<file path="config.mk">
export PLATFORM = sky130hd
export DESIGN_NAME = continued_fraction_rationalizer_core
export DESIGN_NICKNAME = d
export VERILOG_FILES = /design/src/hdl/cfr_pkg.sv /design/src/hdl/continued_fraction_rationalizer_core.sv /design/src/hdl/cfr_div.sv /design/src/hdl/cfr_mul.sv
export SDC_FILE = /design/constraint.sdc
export NUM_CORES = 2
export LEC_CHECK = 0
export CAP_MARGIN = 20
export CORE_UTILIZATION = 50
export CTS_CLUSTER_SIZE = 25
export DETAILED_ROUTE_END_ITERATION = 10
export DONT_BUFFER_PORTS = 1
export PLACE_DENSITY = 0.76
export SYNTH_ARGS = -nofsm -noshare
export SYNTH_HDL_FRONTEND = slang
export SYNTH_HIERARCHICAL = 1
export SYNTH_SLANG_ARGS = --single-unit
</file>
<file path="constraint.sdc">
create_clock -name clk -period 17.15 [get_ports clk]
set_input_delay 3.43 -clock clk [delete_from_list [all_inputs] [get_ports clk]]
set_output_delay 3.43 -clock clk [all_outputs]
set_load 0.05 [all_outputs]
</file>
<file path="src/hdl/cfr_pkg.sv">
// Shared types, constants and helpers for the continued-fraction rationalizer.
// Depends on nothing; used by every module under hdl.
package cfr_pkg;

  localparam int unsigned DIV_W         = 64;
  localparam int unsigned LIM_W         = 32;
  localparam int unsigned CONV_W        = LIM_W + 1;
  localparam int unsigned CFG_IDX_W     = 1;
  localparam int unsigned MAX_TERMS_DEF = 30;
  localparam int unsigned FRAC_BITS_DEF = 32;

  localparam logic [LIM_W-1:0]  DEFAULT_LIMIT = LIM_W'(1000000);
  localparam logic [CONV_W-1:0] CONV_BIG      = {1'b1, {LIM_W{1'b0}}};

  typedef enum logic [CFG_IDX_W-1:0] {
    REG_NUM_MAX = 1'b0,
    REG_DEN_MAX = 1'b1
  } cfg_reg_t;

  typedef enum logic [3:0] {
    ST_IDLE,
    ST_DSTART,
    ST_DWAIT,
    ST_MH,
    ST_MK,
    ST_ML,
    ST_MHI,
    ST_UPD,
    ST_DONE
  } state_t;

  typedef struct packed {
    logic busy;
    logic done;
  } div_stat_t;

  // Saturate a quotient to 2^32; bit 32 set means "too large for any limit".
  function automatic logic [CONV_W-1:0] sat_conv(input logic [DIV_W-1:0] x);
    logic [CONV_W-1:0] res;
    if (x[DIV_W-1:LIM_W] != '0) begin
      res = CONV_BIG;
    end else begin
      res = {1'b0, x[LIM_W-1:0]};
    end
    return res;
  endfunction

  // a*h + h2 with saturation at 2^32; prod is the 32x32 product of the low halves.
  function automatic logic [CONV_W-1:0] conv_mac(input logic [2*LIM_W-1:0] prod,
                                                 input logic [CONV_W-1:0]  a,
                                                 input logic [CONV_W-1:0]  h,
                                                 input logic [CONV_W-1:0]  h2);
    logic              big;
    logic [LIM_W+1:0]  sum;
    logic [CONV_W-1:0] res;
    big = (a[LIM_W] && (h != '0)) || (h[LIM_W] && (a != '0)) ||
          (prod[2*LIM_W-1:LIM_W] != '0);
    sum = {2'b00, prod[LIM_W-1:0]} + {1'b0, h2};
    if (big || (sum[LIM_W+1:LIM_W] != 2'b00)) begin
      res = CONV_BIG;
    end else begin
      res = sum[CONV_W-1:0];
    end
    return res;
  endfunction

endpackage

</file>
<file path="src/hdl/continued_fraction_rationalizer_core.sv">
// Continued-fraction rationalizer: turns |value| (Q31.32) into numerator/denominator.
// Top level; depends on cfr_pkg, cfr_div and cfr_mul.
//
// One transaction at a time: in_stall is low only while the core is idle. Each
// continued-fraction term runs a divider start, the bit-serial divide steps and a
// wait for the divider's done flag, passes through the shared 32x32 multiplier for
// the two convergent terms and the two halves of the cutoff product, and an
// update; an item runs at most MAX_TERMS terms. A finished result sits in the
// output register, so the next item is taken while it waits to be read. The
// limit registers are to be written only while idle; the core does not enforce
// it. A value of zero selects 1000000.
module continued_fraction_rationalizer_core #(
  parameter int unsigned MAX_TERMS     = cfr_pkg::MAX_TERMS_DEF,
  parameter int unsigned FRACTION_BITS = cfr_pkg::FRAC_BITS_DEF
) (
  input  logic                            clk,
  input  logic                            rst_n,
  input  logic                            in_valid,
  output logic                            in_stall,
  input  logic signed [cfr_pkg::DIV_W-1:0] in_value,
  output logic                            out_valid,
  input  logic                            out_stall,
  output logic [cfr_pkg::LIM_W-1:0]       out_numerator,
  output logic [cfr_pkg::LIM_W-1:0]       out_denominator,
  input  logic                            cfg_we,
  input  logic [cfr_pkg::CFG_IDX_W-1:0]   cfg_index,
  input  logic [cfr_pkg::LIM_W-1:0]       cfg_wdata
);

  localparam int unsigned TW = $clog2(MAX_TERMS + 1);
  localparam int unsigned DW = cfr_pkg::DIV_W;
  localparam int unsigned LW = cfr_pkg::LIM_W;
  localparam int unsigned CVW = cfr_pkg::CONV_W;

  cfr_pkg::state_t    state_r;
  cfr_pkg::state_t    state_nxt;
  cfr_pkg::div_stat_t div_stat;

  logic [LW-1:0]   nmax_r;
  logic [LW-1:0]   dmax_r;
  logic [LW-1:0]   nmax_eff;
  logic [LW-1:0]   dmax_eff;

  logic [DW-1:0]   p_r;
  logic [DW-1:0]   q_r;
  logic [DW-1:0]   r_r;
  logic [CVW-1:0]  a_r;
  logic [CVW-1:0]  h_r;
  logic [CVW-1:0]  k_r;
  logic [CVW-1:0]  h1_r;
  logic [CVW-1:0]  h2_r;
  logic [CVW-1:0]  k1_r;
  logic [CVW-1:0]  k2_r;
  logic [2*LW-1:0] lo_r;
  logic [LW-1:0]   best_n_r;
  logic [LW-1:0]   best_d_r;
  logic [LW-1:0]   best_n_nxt;
  logic [LW-1:0]   best_d_nxt;
  logic [TW-1:0]   term_r;
  logic            out_valid_r;
  logic            out_valid_nxt;
  logic [LW-1:0]   out_num_r;
  logic [LW-1:0]   out_den_r;

  logic            div_start;
  logic [DW-1:0]   div_quo;
  logic [DW-1:0]   div_rem;
  logic [LW-1:0]   mul_a;
  logic [LW-1:0]   mul_b;
  logic [2*LW-1:0] mul_prod;

  logic [DW-1:0]     mag;
  logic [3*LW-1:0]   cut_prod;
  logic              cut;
  logic              fits;
  logic              stop;
  logic              out_free;

  assign nmax_eff = (nmax_r == '0) ? cfr_pkg::DEFAULT_LIMIT : nmax_r;
  assign dmax_eff = (dmax_r == '0) ? cfr_pkg::DEFAULT_LIMIT : dmax_r;

  assign mag = in_value[DW-1] ? (~unsigned'(in_value) + DW'(1)) : unsigned'(in_value);

  // d*r from two partial products; stop when 2*d*r < q, r is zero or the last term is reached
  assign cut_prod = {mul_prod, {LW{1'b0}}} + {{LW{1'b0}}, lo_r};
  assign cut      = {cut_prod, 1'b0} < {{(3*LW+1-DW){1'b0}}, q_r};
  assign fits     = (h_r <= {1'b0, nmax_eff}) && (k_r <= {1'b0, dmax_eff});
  assign stop     = (r_r == '0) || cut || (term_r == TW'(MAX_TERMS - 1));
  assign out_free = !out_valid_r || !out_stall;

  cfr_div #(
    .W(DW)
  ) u_div (
    .clk      (clk),
    .rst_n    (rst_n),
    .start    (div_start),
    .dividend (p_r),
    .divisor  (q_r),
    .stat     (div_stat),
    .quotient (div_quo),
    .remainder(div_rem)
  );

  cfr_mul u_mul (
    .clk (clk),
    .op_a(mul_a),
    .op_b(mul_b),
    .prod(mul_prod)
  );

  always_ff @(posedge clk) begin
    if (!rst_n) begin
      nmax_r <= cfr_pkg::DEFAULT_LIMIT;
      dmax_r <= cfr_pkg::DEFAULT_LIMIT;
    end else if (cfg_we) begin
      case (cfr_pkg::cfg_reg_t'(cfg_index))
        cfr_pkg::REG_NUM_MAX: nmax_r <= cfg_wdata;
        cfr_pkg::REG_DEN_MAX: dmax_r <= cfg_wdata;
        default: ;
      endcase
    end
  end

  always_comb begin
    state_nxt = state_r;
    case (state_r)
      cfr_pkg::ST_IDLE: begin
        if (in_valid) begin
          state_nxt = cfr_pkg::ST_DSTART;
        end
      end
      cfr_pkg::ST_DSTART: state_nxt = cfr_pkg::ST_DWAIT;
      cfr_pkg::ST_DWAIT: begin
        if (div_stat.done) begin
          state_nxt = cfr_pkg::ST_MH;
        end
      end
      cfr_pkg::ST_MH:  state_nxt = cfr_pkg::ST_MK;
      cfr_pkg::ST_MK:  state_nxt = cfr_pkg::ST_ML;
      cfr_pkg::ST_ML:  state_nxt = cfr_pkg::ST_MHI;
      cfr_pkg::ST_MHI: state_nxt = cfr_pkg::ST_UPD;
      cfr_pkg::ST_UPD: begin
        state_nxt = stop ? cfr_pkg::ST_DONE : cfr_pkg::ST_DSTART;
      end
      cfr_pkg::ST_DONE: begin
        if (out_free) begin
          state_nxt = cfr_pkg::ST_IDLE;
        end
      end
      default: state_nxt = cfr_pkg::ST_IDLE;
    endcase
  end

  always_comb begin
    in_stall  = state_r != cfr_pkg::ST_IDLE;
    div_start = state_r == cfr_pkg::ST_DSTART;
    mul_a     = a_r[LW-1:0];
    mul_b     = h1_r[LW-1:0];
    case (state_r)
      cfr_pkg::ST_MH: begin
        mul_a = a_r[LW-1:0];
        mul_b = h1_r[LW-1:0];
      end
      cfr_pkg::ST_MK: begin
        mul_a = a_r[LW-1:0];
        mul_b = k1_r[LW-1:0];
      end
      cfr_pkg::ST_ML: begin
        mul_a = dmax_eff;
        mul_b = r_r[LW-1:0];
      end
      cfr_pkg::ST_MHI: begin
        mul_a = dmax_eff;
        mul_b = r_r[DW-1:LW];
      end
      default: ;
    endcase
  end

  always_comb begin
    best_n_nxt = best_n_r;
    best_d_nxt = best_d_r;
    if (term_r == '0) begin
      best_n_nxt = a_r[LW] ? {LW{1'b1}} : a_r[LW-1:0];
      best_d_nxt = LW'(1);
    end
    if (fits) begin
      best_n_nxt = h_r[LW-1:0];
      best_d_nxt = k_r[LW-1:0];
    end
  end

  always_comb begin
    out_valid_nxt = out_valid_r && out_stall;
    if ((state_r == cfr_pkg::ST_DONE) && out_free) begin
      out_valid_nxt = 1'b1;
    end
  end

  always_ff @(posedge clk) begin
    if (!rst_n) begin
      state_r     <= cfr_pkg::ST_IDLE;
      out_valid_r <= 1'b0;
      term_r      <= '0;
    end else begin
      state_r     <= state_nxt;
      out_valid_r <= out_valid_nxt;
      if ((state_r == cfr_pkg::ST_IDLE) && in_valid) begin
        term_r <= '0;
      end else if ((state_r == cfr_pkg::ST_UPD) && !stop) begin
        term_r <= term_r + TW'(1);
      end
    end
  end

  always_ff @(posedge clk) begin
    case (state_r)
      cfr_pkg::ST_IDLE: begin
        if (in_valid) begin
          p_r  <= mag;
          q_r  <= DW'(1) << FRACTION_BITS;
          h1_r <= CVW'(1);
          h2_r <= '0;
          k1_r <= '0;
          k2_r <= CVW'(1);
        end
      end
      cfr_pkg::ST_DWAIT: begin
        if (div_stat.done) begin
          a_r <= cfr_pkg::sat_conv(div_quo);
          r_r <= div_rem;
        end
      end
      cfr_pkg::ST_MK:  h_r  <= cfr_pkg::conv_mac(mul_prod, a_r, h1_r, h2_r);
      cfr_pkg::ST_ML:  k_r  <= cfr_pkg::conv_mac(mul_prod, a_r, k1_r, k2_r);
      cfr_pkg::ST_MHI: lo_r <= mul_prod;
      cfr_pkg::ST_UPD: begin
        best_n_r <= best_n_nxt;
        best_d_r <= best_d_nxt;
        h2_r     <= h1_r;
        h1_r     <= h_r;
        k2_r     <= k1_r;
        k1_r     <= k_r;
        p_r      <= q_r;
        q_r      <= r_r;
      end
      cfr_pkg::ST_DONE: begin
        if (out_free) begin
          out_num_r <= best_n_r;
          out_den_r <= best_d_r;
        end
      end
      default: ;
    endcase
  end

  assign out_valid       = out_valid_r;
  assign out_numerator   = out_num_r;
  assign out_denominator = out_den_r;

  a_div_start_idle: assert property (@(posedge clk) disable iff (!rst_n)
    div_start |-> !div_stat.busy)
    else $error("divider restarted while busy");

  a_div_nonzero: assert property (@(posedge clk) disable iff (!rst_n)
    div_start |-> (q_r != '0))
    else $error("division by zero issued");

  a_term_bound: assert property (@(posedge clk) disable iff (!rst_n)
    (state_r != cfr_pkg::ST_IDLE) |-> (term_r <= TW'(MAX_TERMS - 1)))
    else $error("term counter past limit");

  a_den_nonzero: assert property (@(posedge clk) disable iff (!rst_n)
    out_valid |-> (out_denominator != '0))
    else $error("zero denominator delivered");

endmodule

</file>
<file path="src/hdl/cfr_div.sv">
// Bit-serial restoring divider, one quotient bit per cycle.
// Depends on cfr_pkg for the status struct and default width.
module cfr_div #(
  parameter int unsigned W = cfr_pkg::DIV_W
) (
  input  logic              clk,
  input  logic              rst_n,
  input  logic              start,
  input  logic [W-1:0]      dividend,
  input  logic [W-1:0]      divisor,
  output cfr_pkg::div_stat_t stat,
  output logic [W-1:0]      quotient,
  output logic [W-1:0]      remainder
);

  localparam int unsigned CW = (W > 1) ? $clog2(W) : 1;

  logic [W-1:0]  rem_r;
  logic [W-1:0]  quo_r;
  logic [W-1:0]  dvs_r;
  logic [CW-1:0] cnt_r;
  logic          busy_r;
  logic          done_r;
  logic [W:0]    trial;
  logic [W:0]    diff;
  logic          ge;
  logic          last;

  assign trial = {rem_r, quo_r[W-1]};
  assign diff  = trial - {1'b0, dvs_r};
  assign ge    = trial >= {1'b0, dvs_r};
  assign last  = cnt_r == CW'(W - 1);

  always_ff @(posedge clk) begin
    if (!rst_n) begin
      busy_r <= 1'b0;
      done_r <= 1'b0;
      cnt_r  <= '0;
    end else begin
      done_r <= busy_r && last;
      if (start) begin
        busy_r <= 1'b1;
        cnt_r  <= '0;
      end else if (busy_r) begin
        cnt_r <= cnt_r + CW'(1);
        if (last) begin
          busy_r <= 1'b0;
        end
      end
    end
  end

  always_ff @(posedge clk) begin
    if (start) begin
      rem_r <= '0;
      quo_r <= dividend;
      dvs_r <= divisor;
    end else if (busy_r) begin
      rem_r <= ge ? diff[W-1:0] : trial[W-1:0];
      quo_r <= {quo_r[W-2:0], ge};
    end
  end

  assign stat.busy = busy_r;
  assign stat.done = done_r;
  assign quotient  = quo_r;
  assign remainder = rem_r;

endmodule

</file>
<file path="src/hdl/cfr_mul.sv">
// Shared 32x32 unsigned multiplier with a registered product.
// Depends on cfr_pkg for the operand width.
module cfr_mul (
  input  logic                        clk,
  input  logic [cfr_pkg::LIM_W-1:0]   op_a,
  input  logic [cfr_pkg::LIM_W-1:0]   op_b,
  output logic [2*cfr_pkg::LIM_W-1:0] prod
);

  logic [2*cfr_pkg::LIM_W-1:0] prod_r;

  always_ff @(posedge clk) begin
    prod_r <= op_a * op_b;
  end

  assign prod = prod_r;

endmodule
</file>
* Word-level counts from Yosys, hierarchy flattened
Index checks and enable logic that the tools add are counted.
** Storage, ports and cells
- Flip-flop bits (word level) :: 953
- Input port bits :: 102
- Output and inout port bits :: 66
- Word-level logic and storage cells :: 137
** Operators by class
- Add/subtract/negate cells :: 7
- Multiply operators :: 1
- Magnitude comparators :: 4
- Equality and inequality tests :: 13
- Multiplexer cells :: 33
- Bitwise gates (word level) :: 3
- Reductions and logical operators :: 48
** Operators with widths (number)
- 64-bit 2-to-1 mux :: 6
- 33-bit case mux with 2 select lines :: 4
- 32-bit 2-to-1 mux :: 8
- 64-bit case mux with 2 select lines :: 2
- 33-bit 2-to-1 mux :: 3
- 33-bit nonzero test :: 3
- 97-bit by 64-bit < comparator with 1-bit output :: 1
- 96-bit by 64-bit adder with 96-bit output :: 1
- 32-bit case mux with 3 select lines :: 1
- 32-bit by 33-bit adder with 34-bit output :: 2
- 33-bit by 32-bit less-or-equal comparator with 1-bit output :: 2
- 65-bit by 64-bit >= comparator with 1-bit output :: 1
- 64-bit by 1-bit adder with 64-bit output (second input constant) :: 1
- 32-bit logical NOT :: 2
- 64-bit logical NOT :: 1
- 32-bit by 32-bit multiplier with 64-bit output :: 1
- 64-bit inverter :: 1
- 32-bit nonzero test :: 2
- 64-bit subtractor :: 1
- 4-bit case mux with 9 select lines :: 1
- 4-bit by 3-bit equality test with 1-bit output (second input constant) :: 4
- 4-bit 2-to-1 mux :: 4
- 2-bit AND reduction :: 6
- 1-bit logical AND :: 10
- other kinds (19) :: 41

* Longest topological paths before layout
- Depth in word-level cells :: 6
- Mapped depth :: 36
- Mapped depth without buffers :: 32

* By module
Netlist, hierarchy kept.
** By module, submodules not included
- continued_fraction_rationalizer_core :: instances 1, cells each 3464, area an instance 37419.6 um^2, sequential area each 19949.1 um^2
- cfr_mul :: instances 1, cells each 3824, area an instance 34991.1 um^2, sequential area each 1281.2 um^2
- cfr_div :: instances 1, cells each 1212, area an instance 12056.6 um^2, sequential area each 5285.1 um^2

* Worst setup path after synthesis
OpenSTA, ideal clock, no wires.
- Path type :: register to register
- Start :: reg state_r[2]
- End :: reg a_r[0] (enable)
- Setup time :: 825 ps
- Arrival :: 10494 ps
- Required time :: 16325 ps
- Slack :: 5831 ps
- Cell stages (with the launch flop) :: 3
- Buffers on the path :: 1
- Clock period less this slack :: 11319 ps
- Cell sequence :: dfxtp_1 > clkbuf_1 > nor4b_1
** Between the ends
- Word-level cells in the longest chain between the ends :: 2
** RTL lines
- start, declared :: RTL line continued_fraction_rationalizer_core.sv:35 : cfr_pkg::state_t state_r;
- start signal, assigned :: RTL line continued_fraction_rationalizer_core.sv:202 : state_r <= cfr_pkg::ST_IDLE;
- start signal, assigned :: RTL line continued_fraction_rationalizer_core.sv:206 : state_r <= state_nxt;
- 4-bit by 2-bit equality test with 1-bit output :: RTL line continued_fraction_rationalizer_core.sv:217 : case (state_r)
- 2-bit AND reduction (no source line)
- end signal, assigned :: RTL line continued_fraction_rationalizer_core.sv:230 : a_r <= cfr_pkg::sat_conv(div_quo);
- end, declared :: RTL line continued_fraction_rationalizer_core.sv:47 : logic [CVW-1:0] a_r;
Every way passes these cells.
A chain may end at the register's enable or synchronous reset.

* Final worst setup path
- Start :: reg state_r[0]
- End :: reg u_mul.prod_r (netlist bit u_mul/prod[61])
** Between the ends
- Elaborated cells on any way between the ends :: 7
- Classes of those cells :: mul (1); eq/ne (3); mux (2); reduce/logical (1)
** RTL lines
- 4-bit by 3-bit equality test with 1-bit output :: RTL line continued_fraction_rationalizer_core.sv:159 : case (state_r)
- 32-bit case mux with 3 select lines (*) :: RTL line continued_fraction_rationalizer_core.sv:159
- named net mul_b[6] :: RTL line continued_fraction_rationalizer_core.sv:69 : logic [LW-1:0] mul_b;
- 32-bit by 32-bit multiplier with 64-bit output (*) :: RTL line cfr_mul.sv:13 : prod_r <= op_a * op_b;
- end signal, assigned :: RTL line cfr_mul.sv:13
- end, declared :: RTL line cfr_mul.sv:10 : logic [2*cfr_pkg::LIM_W-1:0] prod_r;
Mark *: on every way through the listed nets, which the timed path passes. The rest lies on a longest branch.

==> flow_results.xml <==
<?xml version="1.0" encoding="UTF-8"?>
<metrics>
  <group name="timing">
    <metric name="fin_skew" unit="ps">70.0</metric>
    <metric name="final.hold.worst_slack" unit="ps">415</metric>
    <metric name="finalMaxSlewViolations" unit="">0</metric>
    <metric name="fin_crit_sh" unit="%">59.3</metric>
    <metric name="worst_slew_margin_rel" unit="%">13.9</metric>
    <metric name="tightestPinTransition" unit="ps">1280</metric>
    <metric name="rsz0062_at_grt" unit="">false</metric>
    <metric name="setup_viol" unit="">0</metric>
    <metric name="finalHoldViolCount" unit="">0</metric>
    <metric name="setup-tns-final" unit="ps">0</metric>
    <metric name="maxClockFrequency" unit="MHz">98.3</metric>
    <metric name="min_period" unit="ps">10170</metric>
  </group>
  <group name="global_routing">
    <metric name="antenna_found_initial" unit="">17</metric>
    <metric name="grt_first_pass_wirelength" unit="um">394000</metric>
    <metric name="globalRouteTotalUtil" unit="%">30.8</metric>
    <metric name="pin_count_of_the_biggest_net_entering_global_routing" unit="">152</metric>
    <metric name="overflow" unit="">0</metric>
    <metric name="grt_pass1_vias" unit="">64300</metric>
  </group>
  <group name="clock_tree">
    <metric name="inserted_clock_buffers" unit="">97</metric>
    <metric name="post_cts_setup_buffer_count" unit="">0</metric>
    <metric name="cts_repair_resize_count" unit="">0</metric>
    <metric name="clock_tree_from_tritoncts" unit="">yes</metric>
    <metric name="clock_root_buffer" unit="">clkbuf_16</metric>
    <metric name="clock_tree.buffer_depth" unit="">3</metric>
    <metric name="cts.reportedPaths.clkPinSlew" unit="ps">70</metric>
    <metric name="insertion_delay" unit="ps">760</metric>
    <metric name="cts.sink_count" unit="">953</metric>
    <metric name="cts.htree.levels" unit="">3</metric>
    <metric name="cts_hold_buffers" unit="">0</metric>
  </group>
  <group name="synthesis">
    <metric name="mappedNetlistNets" unit="">10100</metric>
    <metric name="syn-instance-count" unit="">8499</metric>
    <metric name="yosysWarningCount" unit="">6</metric>
    <metric name="synth.cell_area" unit="um2">84500</metric>
    <metric name="syn-mean-instance-area" unit="um2">9.94</metric>
  </group>
  <group name="min_path">
    <metric name="hold_path_class" unit="">reg -&gt; reg</metric>
  </group>
  <group name="layout">
    <metric name="final.fill_count" unit="">14600</metric>
    <metric name="drive_above_1_share" unit="%">6.08</metric>
    <metric name="layout.cells.most_common" unit="">inv_1</metric>
    <metric name="layout_common_cells" unit="">inv_1, fa_1, nand2_1, and2_1, edfxtp_1</metric>
    <metric name="synthToLayoutAreaGrowth" unit="%">6.42</metric>
    <metric name="layout.nets" unit="">9817</metric>
  </group>
  <group name="placed_design">
    <metric name="routabilityCongestion" unit="">0.987</metric>
    <metric name="port-buffer-count" unit="">0</metric>
    <metric name="hpwl" unit="um">202000</metric>
  </group>
  <group name="drt">
    <metric name="dr.first_iter.drc_count" unit="">6994</metric>
    <metric name="drtAntennaViolNets" unit="">0</metric>
    <metric name="detail_route.vias_per_cell" unit="">6.05</metric>
    <metric name="vias" unit="">63900</metric>
    <metric name="drcViolationCount" unit="">0</metric>
    <metric name="wl_per_cell" unit="um">25.0</metric>
    <metric name="detail_route.first_pass.iterations" unit="">7</metric>
    <metric name="postRouteWirelength" unit="um">263000</metric>
  </group>
  <group name="floorplan">
    <metric name="design.die.area" unit="um2">171000</metric>
    <metric name="fp.dieW" unit="um">413</metric>
    <metric name="initial_utilization" unit="%">50.5</metric>
    <metric name="placement_rows" unit="">150</metric>
    <metric name="core-area" unit="um2">167000</metric>
    <metric name="num_io_pins" unit="">168</metric>
    <metric name="die-height" unit="um">413</metric>
  </group>
  <group name="job">
    <metric name="timing.max_cap.violations" unit="">0</metric>
  </group>
  <group name="critical_path">
    <metric name="setup.worst_path.start_class" unit="">flop</metric>
    <metric name="cp_capture_type" unit="">flop</metric>
    <metric name="arrival_time_worst_endpoint" unit="ps">10780</metric>
    <metric name="worstPathMaxFanout" unit="">39</metric>
    <metric name="cpMostUsedCell" unit="">fa_1</metric>
    <metric name="worst-setup-path-type" unit="">reg -&gt; reg</metric>
    <metric name="cpMaxStageDelayCell" unit="">a21oi_4</metric>
    <metric name="critical-path-max-stage-delay" unit="ps">780</metric>
    <metric name="register_to_register_setup_slack" unit="ps">6980</metric>
    <metric name="worst-endpoint-required" unit="ps">17760</metric>
  </group>
  <group name="run_status">
    <metric name="run_status" unit="">finished, final reports clean</metric>
  </group>
</metrics>
[layout make-up]
| class | instances | area, um2 | share of cell area (%) |
|---|---|---|---|
| diodes | 11 | 27.5 | 0.0306 |
| multi-input cells | 5922 | 52000 | 57.9 |
| clock inverters | 60 | 722 | 0.803 |
| well taps | 2204 | 2760 | 3.07 |
| repair buffers | 97 | 801 | 0.891 |
| flip-flops and latches | 953 | 26500 | 29.5 |
| inverters | 1189 | 4460 | 4.97 |
| clock buffers | 122 | 2580 | 2.88 |
[sequential cells by signal (all words and copies together) (netlist names), 64 cells and up]
register	flops
lo_r	64
u_div/quotient	64
u_div/dvs_r	64
q_r	64
u_mul/prod	64
p_r	64
r_r	64
u_div/remainder	64
[stage by stage]
step / setup WS, ps / utilization, % / std cells / area, um2
after global placement: 7150 / 51.7 / 10400 / 86500
after floorplan: 5830 / - / 8499 / 84500
after CTS: 6970 / 53.6 / 10500 / 89800
final: 6980 / 53.7 / 10600 / 89900
after detailed placement: 7040 / 51.7 / 10400 / 86500
after global routing: 6520 / 53.7 / 10500 / 89900
[path summary, 6_finish.rpt]
check                                  start           endpoint  depth (start not counted)
worst max-delay path              state_r[0]     u_mul/prod[61]                         28
worst min-delay path            best_n_r[28]  out_numerator[28]                          0
worst max register to register    state_r[0]     u_mul/prod[61]                         28
worst min register to register  best_n_r[28]  out_numerator[28]                          0
[routing by layer]
layer  routed length, um  global-route usage, %  vias up  share of wire [%]
li1                    -                      -    27800                  -
met1              101000                   39.9    31900                 38
met2              122000                   49.1     3348                 46
met3               23800                   5.05      803                9.0
met4               16800                   17.3       14                6.4
met5                  71                      0        -              0.027
[worst max-delay path, delay by kind of cell (launching register included)]
family / cells / cell delay [ps]
adders and majority gates: 9 / 4470
xor gates and xnor gates: 1 / 140
DFF: 1 / 330
and+or+nand+nor: 2 / 920
AOI/OAI and AO/OA: 10 / 2940
buffers and inverters: 6 / 1100
Power is left out: the tool's default activity adds up to more than one toggle a clock period on the data nets, which glitch-free logic cannot reach.
